**src/hw/rtl/hocc_pkg.sv**
```systemverilog
// Shared types, constants and elaboration helpers for the odd-parity Hamming codec.
// Used by hocc_codec and hamming_odd_parity_codec; depends on nothing else.
package hocc_pkg;

    localparam int WORD_W           = 38;
    localparam int POS_MAX          = 63;
    localparam int POS_W            = 6;
    localparam int MSG_W            = 6;
    localparam int PAR_MAX          = 6;
    localparam int DEF_MAX_MSG_BITS = 32;
    localparam int RESET_MSG_BITS   = 32;

    typedef enum logic {
        OP_ENCODE = 1'b0,
        OP_DECODE = 1'b1
    } t_op;

    typedef struct packed {
        logic [POS_W-1:0] par_mask;
        logic [POS_W-1:0] code_len;
    } t_code_cfg;

    typedef struct packed {
        logic [WORD_W-1:0] code_word;
        logic [POS_W-1:0]  error_position;
        logic              error_found;
        logic              position_invalid;
    } t_result;

    function automatic t_code_cfg code_cfg_of(input logic [MSG_W-1:0] raw, input int max_bits);
        int        m;
        int        r;
        bit        done;
        t_code_cfg cfg;
        m    = int'(raw);
        r    = 0;
        done = 1'b0;
        if (m < 1) begin
            m = 1;
        end
        if (m > max_bits) begin
            m = max_bits;
        end
        for (int i = 0; i <= PAR_MAX; i++) begin
            if (!done) begin
                if (m + r + 1 > (1 << r)) begin
                    r = r + 1;
                end else begin
                    done = 1'b1;
                end
            end
        end
        cfg.par_mask = POS_W'((1 << r) - 1);
        cfg.code_len = POS_W'(m + r);
        return cfg;
    endfunction

    function automatic int data_index(input int p);
        int npow;
        npow = 0;
        for (int k = 0; k <= PAR_MAX; k++) begin
            if ((1 << k) <= p) begin
                npow = npow + 1;
            end
        end
        return p - 1 - npow;
    endfunction

    function automatic logic [POS_MAX-1:0] group_mask(input int k);
        logic [POS_MAX-1:0] mask;
        mask = '0;
        for (int p = 1; p <= POS_MAX; p++) begin
            mask[p-1] = ((p >> k) & 1) != 0;
        end
        return mask;
    endfunction

endpackage

```
**src/hw/rtl/hocc_codec.sv**
```systemverilog
// Combinational encode and check/correct logic for one word.
// Depends on hocc_pkg for the field widths, the op codes and the parity group masks.
module hocc_codec (
    input  hocc_pkg::t_op                    i_op,
    input  logic [hocc_pkg::WORD_W-1:0]      i_word,
    input  hocc_pkg::t_code_cfg              i_cfg,
    output hocc_pkg::t_result                o_res
);
    import hocc_pkg::*;

    logic [POS_MAX-1:0] enc_data;
    logic [POS_MAX-1:0] dec_data;
    logic [POS_MAX-1:0] pos_en;
    logic [POS_MAX-1:0] flip_sel;
    logic [POS_MAX-1:0] base;
    logic [POS_MAX-1:0] par_vec;
    logic [POS_MAX-1:0] code;
    logic [PAR_MAX-1:0] grp_odd;
    logic [POS_W-1:0]   syn;
    logic               found;
    logic               invalid;

    for (genvar p = 1; p <= POS_MAX; p++) begin : g_pos
        localparam bit IS_PAR = (p & (p - 1)) == 0;
        localparam int J      = data_index(p);
        if (!IS_PAR && J < WORD_W) begin : g_enc
            assign enc_data[p-1] = i_word[J];
        end else begin : g_enc_zero
            assign enc_data[p-1] = 1'b0;
        end
        if (p <= WORD_W) begin : g_dec
            assign dec_data[p-1] = i_word[p-1];
        end else begin : g_dec_zero
            assign dec_data[p-1] = 1'b0;
        end
        assign pos_en[p-1]   = (POS_W'(p) <= i_cfg.code_len);
        assign flip_sel[p-1] = (syn == POS_W'(p));
    end

    assign base = pos_en & ((i_op == OP_ENCODE) ? enc_data : dec_data);

    always_comb begin
        for (int k = 0; k < PAR_MAX; k++) begin
            grp_odd[k] = ^(base & group_mask(k));
        end
    end

    assign syn     = POS_W'(~grp_odd) & i_cfg.par_mask;
    assign found   = |syn;
    assign invalid = syn > i_cfg.code_len;

    always_comb begin
        par_vec = '0;
        for (int k = 0; k < PAR_MAX; k++) begin
            par_vec[(1 << k) - 1] = syn[k];
        end
    end

    always_comb begin
        o_res = '0;
        case (i_op)
            OP_ENCODE: begin
                code = base | par_vec;
            end
            OP_DECODE: begin
                code                   = base ^ (flip_sel & {POS_MAX{~invalid}});
                o_res.error_position   = syn;
                o_res.error_found      = found;
                o_res.position_invalid = invalid;
            end
            default: begin
                code = base;
            end
        endcase
        o_res.code_word = code[WORD_W-1:0];
    end

endmodule

```
**src/hw/rtl/hamming_odd_parity_codec.sv**
```systemverilog
// Top level of the odd-parity Hamming single-error-correcting codec.
// An accepted word passes through an input register, then the parity trees of hocc_codec, then the
// result register. Throughput is one word per cycle while the receiver does not stall the output.
// Synchronous active-low reset empties both stages and sets the message length to 32 bits.
// Depends on hocc_pkg and hocc_codec.
module hamming_odd_parity_codec #(
    parameter int MAX_MSG_BITS = hocc_pkg::DEF_MAX_MSG_BITS
) (
    input  logic                            i_clk,
    input  logic                            i_rst_n,
    input  logic                            i_cfg_we,
    input  logic [hocc_pkg::MSG_W-1:0]      i_cfg_wdata,
    input  logic                            i_in_valid,
    output logic                            o_in_stall,
    input  hocc_pkg::t_op                   i_op,
    input  logic [hocc_pkg::WORD_W-1:0]     i_in_word,
    output logic                            o_out_valid,
    input  logic                            i_out_stall,
    output logic [hocc_pkg::WORD_W-1:0]     o_code_word,
    output logic [hocc_pkg::POS_W-1:0]      o_error_position,
    output logic                            o_error_found,
    output logic                            o_position_invalid
);
    import hocc_pkg::*;

    t_code_cfg          r_cfg;
    t_code_cfg          n_cfg;
    logic               r_s1_valid;
    logic               n_s1_valid;
    t_op                r_s1_op;
    logic [WORD_W-1:0]  r_s1_word;
    logic               r_out_valid;
    logic               n_out_valid;
    t_result            r_out_res;
    t_result            res;
    logic               in_take;
    logic               s1_move;

    assign n_cfg      = code_cfg_of(i_cfg_wdata, MAX_MSG_BITS);
    assign s1_move    = r_s1_valid && (!r_out_valid || !i_out_stall);
    assign o_in_stall = r_s1_valid && r_out_valid && i_out_stall;
    assign in_take    = i_in_valid && !o_in_stall;

    assign n_s1_valid  = in_take || (r_s1_valid && !s1_move);
    assign n_out_valid = s1_move || (r_out_valid && i_out_stall);

    always_ff @(posedge i_clk) begin
        if (!i_rst_n) begin
            r_cfg       <= code_cfg_of(MSG_W'(RESET_MSG_BITS), MAX_MSG_BITS);
            r_s1_valid  <= 1'b0;
            r_out_valid <= 1'b0;
        end else begin
            if (i_cfg_we) begin
                r_cfg <= n_cfg;
            end
            r_s1_valid  <= n_s1_valid;
            r_out_valid <= n_out_valid;
        end
    end

    always_ff @(posedge i_clk) begin
        if (in_take) begin
            r_s1_op   <= i_op;
            r_s1_word <= i_in_word;
        end
        if (s1_move) begin
            r_out_res <= res;
        end
    end

    hocc_codec u_codec (
        .i_op   (r_s1_op),
        .i_word (r_s1_word),
        .i_cfg  (r_cfg),
        .o_res  (res)
    );

    assign o_out_valid        = r_out_valid;
    assign o_code_word        = r_out_res.code_word;
    assign o_error_position   = r_out_res.error_position;
    assign o_error_found      = r_out_res.error_found;
    assign o_position_invalid = r_out_res.position_invalid;

    a_invalid_has_error: assert property (@(posedge i_clk) disable iff (!i_rst_n)
        r_out_valid && r_out_res.position_invalid |-> r_out_res.error_found)
        else $error("Invalid position reported without an error.");

    a_syndrome_in_groups: assert property (@(posedge i_clk) disable iff (!i_rst_n)
        r_out_valid |-> (r_out_res.error_position & ~r_cfg.par_mask) == '0)
        else $error("Syndrome has a bit outside the active parity groups.");

    a_corrected_in_range: assert property (@(posedge i_clk) disable iff (!i_rst_n)
        r_out_valid && r_out_res.error_found && !r_out_res.position_invalid
        |-> r_out_res.error_position <= r_cfg.code_len)
        else $error("Corrected position lies beyond the codeword.");

    a_accept_fills_stage: assert property (@(posedge i_clk) disable iff (!i_rst_n)
        in_take |=> r_s1_valid)
        else $error("Accepted word did not reach the input register.");

    a_result_kept: assert property (@(posedge i_clk) disable iff (!i_rst_n)
        r_out_valid && i_out_stall |=> r_out_valid && $stable(r_out_res))
        else $error("Stalled result word was lost or changed.");

endmodule

```
**config.mk**
```make
export PLATFORM = sky130hd
export DESIGN_NAME = hamming_odd_parity_codec
export DESIGN_NICKNAME = d
export VERILOG_FILES = /design/src/hw/rtl/hocc_pkg.sv /design/src/hw/rtl/hocc_codec.sv /design/src/hw/rtl/hamming_odd_parity_codec.sv
export SDC_FILE = /design/constraint.sdc
export NUM_CORES = 1
export LEC_CHECK = 0
export ABC_CLOCK_PERIOD_IN_PS = 22300
export BUFFER_PORTS_ARGS = -buffer_cell sky130_fd_sc_hd__buf_4
export CAP_MARGIN = 20
export CORE_AREA = 2 2 159 161
export DETAILED_ROUTE_END_ITERATION = 10
export DIE_AREA = 0 0 161 163
export GPL_TIMING_DRIVEN = 0
export PLACE_DENSITY = 0.54
export SYNTH_ARGS = -nofsm -noshare
export SYNTH_HDL_FRONTEND = slang
export SYNTH_SLANG_ARGS = --single-unit
```
**constraint.sdc**
```tcl
create_clock -name i_clk -period 22.3 [get_ports i_clk]
set_input_delay 2.23 -clock i_clk [delete_from_list [all_inputs] [get_ports i_clk]]
set_output_delay 2.23 -clock i_clk [all_outputs]
set_load 0.03 [all_outputs]
```
== Yosys cells after proc, flatten, opt, wreduce, memory -nomap -nowiden ==
Index checks and enable logic that the tools add are counted.

* Input port bits: 50
* Flip-flop bits (word level): 99
* Output and inout bits: 48
* Logic and storage cells: 205

* Reductions and logical operators: 20
* Bitwise logic cells: 8
* Muxes and demuxes: 28
* Eq/ne operators: 38
* Order comparisons: 73
* Shift operators: 7
* Add/subtract/negate cells: 21

{| class="wikitable"
|+ Operators with widths
! cell !! count
|-
| $add A32 B2 Y32 const B || 13
|-
| $mux W32 || 12
|-
| $reduce_xor A63 Y1 || 6
|-
| $add A32 B32 Y32 || 6
|-
| $gt A32 B32 Y1 || 6
|-
| $le A6 B6 Y1 const A || 32
|-
| $shl A1 B32 Y32 const A || 6
|-
| $eq A6 B5 Y1 const B || 16
|-
| $le A5 B6 Y1 const A || 16
|-
| $pmux W38 S2 || 1
|-
| $and A63 B44 Y63 || 1
|-
| $eq A6 B4 Y1 const B || 8
|-
| $le A4 B6 Y1 const A || 8
|-
| $mux W44 || 1
|-
| $eq A6 B6 Y1 const B || 7
|-
| $and A38 B38 Y38 || 1
|-
| $or A38 B32 Y38 || 1
|-
| $xor A38 B38 Y38 || 1
|-
| $gt A32 B2 Y1 const B || 1
|-
| $gt A32 B7 Y1 const B || 1
|-
| $shl A1 B32 Y6 const A || 1
|-
| $eq A6 B3 Y1 const B || 4
|-
| $le A3 B6 Y1 const A || 4
|-
| $eq A6 B2 Y1 const B || 2
|-
| 16 further kinds || 40
|}

== Longest topological paths before layout ==
Gate-level depths: netlist (run 1).

* Word-level depth: 39
* Gate-level depth with buffers: 95
* Gate-level depth less buffers: 92

== Cells and area by module ==
From an unflattened synthesis (run 1), not the netlist that was laid out.

* Cells, all modules: 920
* Area, all modules: 8,946.1 um^2

{| class="wikitable"
|+ By module, submodules not included
! module !! area an instance (um^2) !! cells each !! times used
|-
| hamming_odd_parity_codec || 5,616.6 || 477 || 1
|-
| hocc_codec || 3,329.4 || 443 || 1
|}

== Worst setup path after synthesis (run 1) ==
Ideal clock, no wire load.

* Path type: in2reg
* Start point: input port i_cfg_wdata[1] in the netlist's numbering
* End point: register r_cfg[5] in the netlist's numbering
* Cell stages on the path: 82
* Path buffers: 2
* Library setup time: 136 ps
* Data arrival time: 17,896 ps
* Path slack: 4,268 ps
* Cell sequence: nor2b_1 -> inv_1 -> ha_1 -> nor3b_1 -> a31oi_1 -> nor2_1 -> nand2_1 -> ha_1 -> ha_1 -> nor2_1 -> o22a_1 -> o21ai_1 -> ha_1 -> a21oi_1 -> nor2_1 -> xor2_1 -> ha_1 -> nand3_1 -> (+46 left out) -> a21oi_1 -> xnor2_1 -> ha_1 -> a21o_1 -> o21ai_0 -> inv_1 -> o21ai_0 -> nor3_1 -> or2_2 -> clkbuf_1 -> ha_1 -> a21o_1 -> a21o_1 -> a21o_1 -> a21oi_1 -> xnor2_1 -> nand2_1 -> o211ai_1

* Cells in the longest elaborated chain, start to end: 38
* Elaborated cells on any way between the ends: 61
* Classes of those cells: 20 x add/sub; 9 x order compare; 6 x shift; 26 x mux

{| class="wikitable"
|+ Ends and longest elaborated chain
! element !! RTL line !! RTL
|-
| from (decl) || hamming_odd_parity_codec.sv:12 || <nowiki>input logic [hocc_pkg::MSG_W-1:0] i_cfg_wdata,</nowiki>
|-
| $lt A6 B1 Y1 || hocc_pkg.sv:38 || <nowiki>if (m < 1) begin</nowiki>
|-
| $mux W6 (*) || hocc_pkg.sv:38 ||
|-
| $gt A32 B7 Y1 || hocc_pkg.sv:41 || <nowiki>if (m > max_bits) begin</nowiki>
|-
| $mux W6 (*) || hocc_pkg.sv:41 ||
|-
| $add A32 B2 Y32 || hocc_pkg.sv:46 || <nowiki>if (m + r + 1 > (1 << r)) begin</nowiki>
|-
| $gt A32 B2 Y1 || hocc_pkg.sv:46 ||
|-
| $mux W1 || hocc_pkg.sv:46 ||
|-
| $add A32 B32 Y32 || hocc_pkg.sv:46 ||
|-
| (+22 left out) || -- ||
|-
| $mux W32 || hocc_pkg.sv:46 ||
|-
| $mux W32 || hocc_pkg.sv:45 || <nowiki>if (!done) begin</nowiki>
|-
| $add A32 B32 Y32 || hocc_pkg.sv:46 ||
|-
| $add A32 B2 Y32 || hocc_pkg.sv:46 ||
|-
| $gt A32 B32 Y1 || hocc_pkg.sv:46 ||
|-
| $mux W32 || hocc_pkg.sv:46 ||
|-
| $mux W32 || hocc_pkg.sv:45 ||
|-
| $add A6 B6 Y6 (*) || hocc_pkg.sv:54 || <nowiki>cfg.code_len = POS_W'(m + r);</nowiki>
|-
| to (signal assigned) || hamming_odd_parity_codec.sv:49 || <nowiki>r_cfg <= code_cfg_of(MSG_W'(RESET_MSG_BITS), MAX_MSG_BITS);</nowiki>
|-
| to (signal assigned) || hamming_odd_parity_codec.sv:54 || <nowiki>r_cfg <= n_cfg;</nowiki>
|-
| to (decl) || hamming_odd_parity_codec.sv:26 || <nowiki>t_code_cfg r_cfg;</nowiki>
|}

Every way passes the cells marked *; elsewhere a longest branch is shown, timed or not.
A chain may end at the register's enable or synchronous reset.

== Worst setup path in the final report (run 1) ==
* Start point: input port i_cfg_wdata[2] in the netlist's numbering
* End point: register r_cfg[5] in the netlist's numbering

Same word-level chain as after synthesis.

==> impl_results.md, run 1 <==
* FF-to-FF setup slack at between 15000 and 20000 ps
* Sequential area share after synthesis at between 30% and 40%
* Final Non-Filler Cells at about 1300
* Hold Crit Class: reg -> reg
* Cell taking the most area after synthesis: edfxtp_1
* DP Wirelength at between 15000 and 20000 um
* Post-DP Area at between 9000 and 10000 um2
* Yosys warns at 0
* Leading cell types by count after synthesis: 85 x edfxtp_1, 80 x ha_1, 71 x nand2_1
* Maximum VDD drop at about 0.058 mV
* Nets at between 1000 and 1500
* Max Slew Vio Count at 0
* CTS resizes at 0
* Critical Path Slowest Stage Cell: a211oi_1
* Final setup violation count at 0
* Clock-pin slew on the worst setup and hold paths at roughly 70 ps
* Synth cell types at 86
* Worst slew pin tran at approximately 960 ps
* Final hold slack at 488.3 ps
* Synth Flop Type: edfxtp_1
* ANT cells at 0
* Initial antenna violation count at 0
* Final Critical Period at between 20000 and 25000 ps
* PortBufs at 95
* Status: completed
* Fin. Hold Viols at 0
* Wire per inst at 16.74 um
* CP endpoint kind: flop
* Initial DRC Count at around 380
* Via count at 6617
* Ratio of cells with drive above 1 in the final layout at roughly 17%
* Max_cap viols at 0
* Slowest stage delay, CP at 700 ps
* Largest net degree at the start of global routing at 35
* GP Congestion at between 0.9 and 1
* Vias in the first global route at 6399
* Mapped cell area at 8419 um2
* Residual DRC count at 0
* Synth area leaders: edfxtp_1 30%, ha_1 12%, xnor2_1 6.3%, mux2i_1 4.5%, xor2_1 4.2%
* Hold Startpoint: r_s1_valid
* Async SR Flop Fraction at 0%
* Row cnt at slightly below 60
* RSZ-0062 raised after global routing: false
* Postcts setup bufs at 0
* CP arrival at 20430 ps
* Synth top area share at between 30 and 40%
* Synth Area per Inst at approximately 9.8 um2
* Root buf cell: clkbuf_16
* Hold Path End: o_out_valid
* Final antenna-violating net count at 0
* Reg2Reg Depth at 22
* Htree depth at 3
* CTS tree: built
* R2R Path Start: r_cfg[1]
* Die W at approximately 160 um
* Critical path peak fanout at 9
* CP Data Required Time at 22530 ps
* CTS sink count at 99
* Reg2reg end: o_code_word[24]
* Kind of critical path: in -> reg
* Total track usage at ~17%
* Clock tree buffer depth at 2
* Die height at 163 um
* Core area at 24670 um2
* Top-count cell post-synth: edfxtp_1
* Startpoint types: input pin
* PwrDens at ~100 nW/um2
* Initial core utilization at approximately a third
* Most used cell, CP: ha_1
* Number of flops mapped to enable cells by yosys at 85
* Max frequency at 49.51 MHz
* Post-Layout Inst Area at between 9000 and 10000 um2
* Hold-fix buffers at CTS at 0
* Post-synthesis register bit count at 99
* Total gr overflow at 0
* First-pass GRT wire length at 34790 um
* Post-synthesis cell count at roughly 860
* Hold-critical path depth at 2
* Skew-Pair Late Insertion Delay at ~360 ps
* Die ar. at approximately 26000 um2
* Io pins at just under 100
* Area growth syn-to-layout at 18.38%
* Relative slew slack at roughly 36%
* Final Util at between 40 and 50%
* Setup TNS Final at 0 ps
* Drt total wl at 22110 um
* Fill cells at 2526
* Pre-antenna DRT Iters at 5
* CTS Buf Count at 9
* LEAKAGE at roughly 4.3 nW
* Vias per inst at 5.009
* Cell total after placement at 1305
* Setup Skew at 6.489 ps
* Period utilisation layout at approximately 91%
-- worst max path at each step --
stage,startpoint,endpoint,slack (ps),depth (start not counted)
after global routing,i_cfg_wdata[2],r_cfg[5],210,82
after global placement,i_cfg_wdata[5],r_cfg[5],1130,80
after CTS,i_cfg_wdata[2],r_cfg[5],2030,81
final,i_cfg_wdata[2],r_cfg[5],2100,83
after floorplan,i_cfg_wdata[1],r_cfg[5],4270,82
after detailed placement,i_cfg_wdata[2],r_cfg[5],1690,81
-- stage by stage --
step                      power, mW  setup slack [ps]
after floorplan              0.7011              4268
after global placement       0.8459              1132
after detailed placement     0.8500              1695
after CTS                     1.002              2029
after global routing          1.078             207.2
final                        0.9993              2100
-- critical path, delay by kind of cell --
family / cells / cell delay (ps)
multiplexers: 2 / 270
buffers and inverters: 7 / 1150
AND/OR/NAND/NOR: 14 / 2300
AO/OA/AOI/OAI: 38 / 8810
XOR/XNOR: 6 / 700
adder cells (fa/ha/maj): 16 / 4920
-- logic make-up (layout without fill, tap and decap cells) --
family / after synthesis / in the layout / synth area share [%]
buffers and inverters: 87 / 201 / 4.622
and+or+nand+nor: 257 / 257 / 15.29
AOI/OAI and AO/OA: 170 / 170 / 13.76
muxes: 46 / 46 / 5.796
other: 2 / 18 / 0.08920
DFF: 99 / 99 / 33.65
adders and majority gates: 88 / 88 / 13.57
xor gates and xnor gates: 112 / 112 / 13.23
-- placed cells by master (no fill, tap or decap), types with 14 or more instances in the layout --
master / synthesis / layout
a21o_1: 17 / 17
a21oi_1: 46 / 46
buf_4: 0 / 95
clkbuf_1: 21 / 21
conb_1: 2 / 18
dfxtp_1: 14 / 14
edfxtp_1: 85 / 85
ha_1: 80 / 80
inv_1: 48 / 48
mux2i_1: 38 / 38
nand2_1: 71 / 71
nand3_1: 17 / 17
nor2_1: 64 / 64
nor2b_1: 16 / 15
nor3_1: 20 / 20
o21ai_0: 26 / 26
xnor2_1: 61 / 61
xor2_1: 40 / 40
-- power breakdown --
part	switching [mW]	total (mW)	internal (mW)
sequential	0.00915	0.241	0.232
combinational	0.364	0.608	0.245
clock	0.0730	0.150	0.0773
-- area by class of cell --
class | count | area [um2] | area share [%]
clock inverters | 7 | 58.81 | 0.5900
plain buffers | 36 | 197.7 | 1.983
multi-input cells | 691 | 5276 | 52.94
clock buffers | 9 | 225.2 | 2.260
inverters | 51 | 191.4 | 1.921
flip-flops and latches | 99 | 2833 | 28.42
repair buffers | 98 | 772.0 | 7.745
well taps | 330 | 412.9 | 4.143
-- per-layer routing --
layer  vias to the layer above  routed length, um  global-route usage (%)
li1                       3304                  -                       -
met1                      3074              10530                   23.61
met2                       209               9693                   27.02
met3                        30               1424                   3.285
met4                         0                456                   5.154
met5                         -                  0                       0
-- flip-flops by register name, indices dropped and copies added (netlist names) --
register and count:
o_code_word 38, o_error_found 1, o_error_position 6, o_out_valid 1
o_position_invalid 1, r_cfg 12, r_s1_op 1, r_s1_valid 1
r_s1_word 38
(Power assumes the default switching activity.)
==> inputs of run 2 (changes only) <==
CORE_AREA = 10 10 167 169   (was 2 2 159 161)
DIE_AREA = 0 0 177 179   (was 0 0 161 163)
REMOVE_ABC_BUFFERS = 1   (was unset)
==> run 2 against run 1 <==
  * Combinational power decreased by 3.8%
  * First-iteration DRC count increased by 16%
  * Setup slack improved by 150 ps
  * Global-route usage decreased by 3.3 points
  * Clock skew increased by 1.5 ps
  * Sequential power increased by 4%
  * Wire length decreased by 0.22%
  * Worst hold slack improved by 2.3 ps
  * Core utilization decreased by 0.38 points
  * Via count decreased by 4.2%
  * Largest cell class unchanged
==> impl_results.md, run 2 (same netlist as run 1, synthesis figures left out) <==
* Maximum VDD drop at 0.05854 mV (+1.0%)
* Area growth syn-to-layout at 17.61%
* Combinational Power Share at 58.3% (-2.6 points)
* Clock-pin slew on the worst setup and hold paths at 70 ps (about the same)
* Most frequent cells in the layout: 97 x buf_4, 85 x edfxtp_1, 80 x ha_1
* Final Critical Period at 20050 ps (-146.4 ps)
* Vias per inst at 4.919 (-1.8%)
* Internal at 0.5642 mW (+1.9%)
* Relative slew slack at 27.59% (-8.2 points)
* Wire per inst at 17.11 um (+2.3%)
* Total track usage at 13.80% (-3.3 points)
* Switching share of power at 43.77% (-0.83 points)
* Max_cap viols at 0 (unchanged)
* RSZ-0062 raised after global routing: false
* Die ar. at 31680 um2 (+21%)
* LEAKAGE at 4.233 nW (-0.81%)
* Io pins at 98 (unchanged)
* Row cnt at 58 (unchanged)
* CP endpoint kind: flop
* Residual DRC count at 0 (unchanged)
* Status: completed
* Setup TNS Final at 0 ps (unchanged)
* Area of the multi-input gates at 5276 um2 (unchanged)
* Hold-fix buffers at CTS at 0 (unchanged)
* Kind of critical path: in -> reg
* Final Util at 40.01% (-0.38 points)
* Commonest non-fill, non-tap cell in the layout: buf_4
* CTS tree: built
* CTS Buf Count at 9 (unchanged)
* Final antenna-violating net count at 0 (unchanged)
* P_sw at 0.4393 mW (-1.5%)
* Ratio of cells with drive above 1 in the final layout at 17.00% (-0.46 points)
* Max frequency at 49.87 MHz (+0.73%)
* Clock tree buffer depth at 2 (unchanged)
* DP Wirelength at 17830 um (-1.1%)
* CP Data Required Time at 22580 ps (+50 ps)
* Via count at 6341 (-4.2%)
* GP Congestion at 0.8680 (-8.6%)
* Fin. Hold Viols at 0 (unchanged)
* Critical path peak fanout at 14 (+5)
* PortBufs at 97 (+2.1%)
* Nets at 1091 (-2.8%)
* Final setup violation count at 0 (unchanged)
* Vias in the first global route at 6149 (-3.9%)
* Most used cell, CP: ha_1
* Core area at 24750 um2 (+0.29%)
* Fill cells at 2475 (-2.0%)
* CTS sink count at 99 (unchanged)
* Startpoint types: input pin
* Die height at 179 um (+9.8%)
* Hold Crit Class: reg -> reg
* Register area at 2833 um2 (unchanged)
* Pre-antenna DRT Iters at 5 (unchanged)
* Sequential share of power at 24.9% (+0.8 points)
* Skew-Pair Late Insertion Delay at 360 ps (about the same)
* Worst slew pin tran at 1085 ps (+123.8 ps)
* Setup Skew at 7.997 ps (+1.508 ps)
* Root buf cell: clkbuf_16
* Largest net degree at the start of global routing at 36 (+2.9%)
* CTS resizes at 0 (unchanged)
* First-pass GRT wire length at 34150 um (-1.8%)
* Total gr overflow at 0 (unchanged)
* CP arrival at 20340 ps (-90 ps)
* Slowest stage delay, CP at 650 ps (-50 ps)
* Critical Path Slowest Stage Cell: a211oi_1
* Htree depth at 3 (unchanged)
* Clock power frac at 16.8% (+1.8 points)
* Drt total wl at 22060 um (-0.22%)
* PwrDens at 101.3 nW/um2 (+1.1%)
* Period utilisation layout at 89.93% (-0.66 points)
* ANT cells at 0 (unchanged)
* Postcts setup bufs at 0 (unchanged)
* Max Slew Vio Count at 0 (unchanged)
* Initial DRC Count at 447 (+16%)
* Die W at 177 um (+9.9%)
* Initial core utilization at 34.02% (-0.10 points)
* Initial antenna violation count at 0 (unchanged)
-- run 2: cell types whose count changed in the layout (fill, tap and decap cells not counted), moves of 2 or more --
cell / delta
buf_6: -4
clkbuf_1: -21
buf_16: +3
buf_2: -8
bufinv_16: +2
clkinv_4: -2
buf_8: -2
buf_4: +2
-- run 2: per-stage QoR --
step / cells / instance area, um2 / hold slack [ps] / power [mW] / setup WS [ps]
after floorplan: 841 / 8282 / 444.0 / 0.6842 / 4341
after global placement: 1268 / 9423 / 459.3 / 0.8311 / 1340
after detailed placement: 1274 / 9583 / 481.2 / 0.8394 / 1852
after CTS: 1289 / 9902 / 495.8 / 1.010 / 2124
after global routing: 1289 / 9902 / 549.6 / 1.073 / 224.2
final: 1289 / 9902 / 490.5 / 1.003 / 2246
-- run 2: cell type report --
class                      instances  share of cell area [%]
clock buffer                       9                   2.274
clock inverter                     6                  0.9477
inverter                          51                   1.933
multi-input combinational        691                   53.29
sequential                        99                   28.61
tap                              330                   4.170
timing repair buffer             103                   8.782
-- run 2: power groups by stage --
stage / Sequential [mW] / Clock (mW) / Combinational, mW
after detailed placement: 0.254 / 0 / 0.586
after global placement: 0.257 / 0 / 0.574
after global routing: 0.252 / 0.181 / 0.641
final: 0.250 / 0.169 / 0.585
after floorplan: 0.274 / 0 / 0.411
after CTS: 0.250 / 0.172 / 0.588
-- run 2: path summary, 6_finish.rpt --
check / endpoint / from / slack [ps] / cells after the start
worst max-delay path: r_cfg[5] / i_cfg_wdata[5] / 2250 / 80
worst min-delay path: o_out_valid / r_s1_valid / 490 / 2
worst max register to register: o_code_word[11] / r_cfg[5] / 16080 / 19
worst min register to register: o_out_valid / r_s1_valid / 490 / 2
-- run 2: critical path, delay by kind of cell --
kind | cells | cell delay [ps]
compound gates | 39 | 9510
xor+xnor | 5 | 720
fa+ha+maj | 15 | 4640
buf+inv | 7 | 1090
mux | 1 | 140
simple gates | 13 | 1980
-- run 2: routing by layer --
metal | track usage [%] | up-vias | share of wire (%)
li1 | - | 3236 | -
met1 | 18.59 | 2925 | 47
met2 | 21.41 | 157 | 45
met3 | 2.991 | 23 | 6.2
met4 | 4.694 | 0 | 1.7
met5 | 0 | - | 0
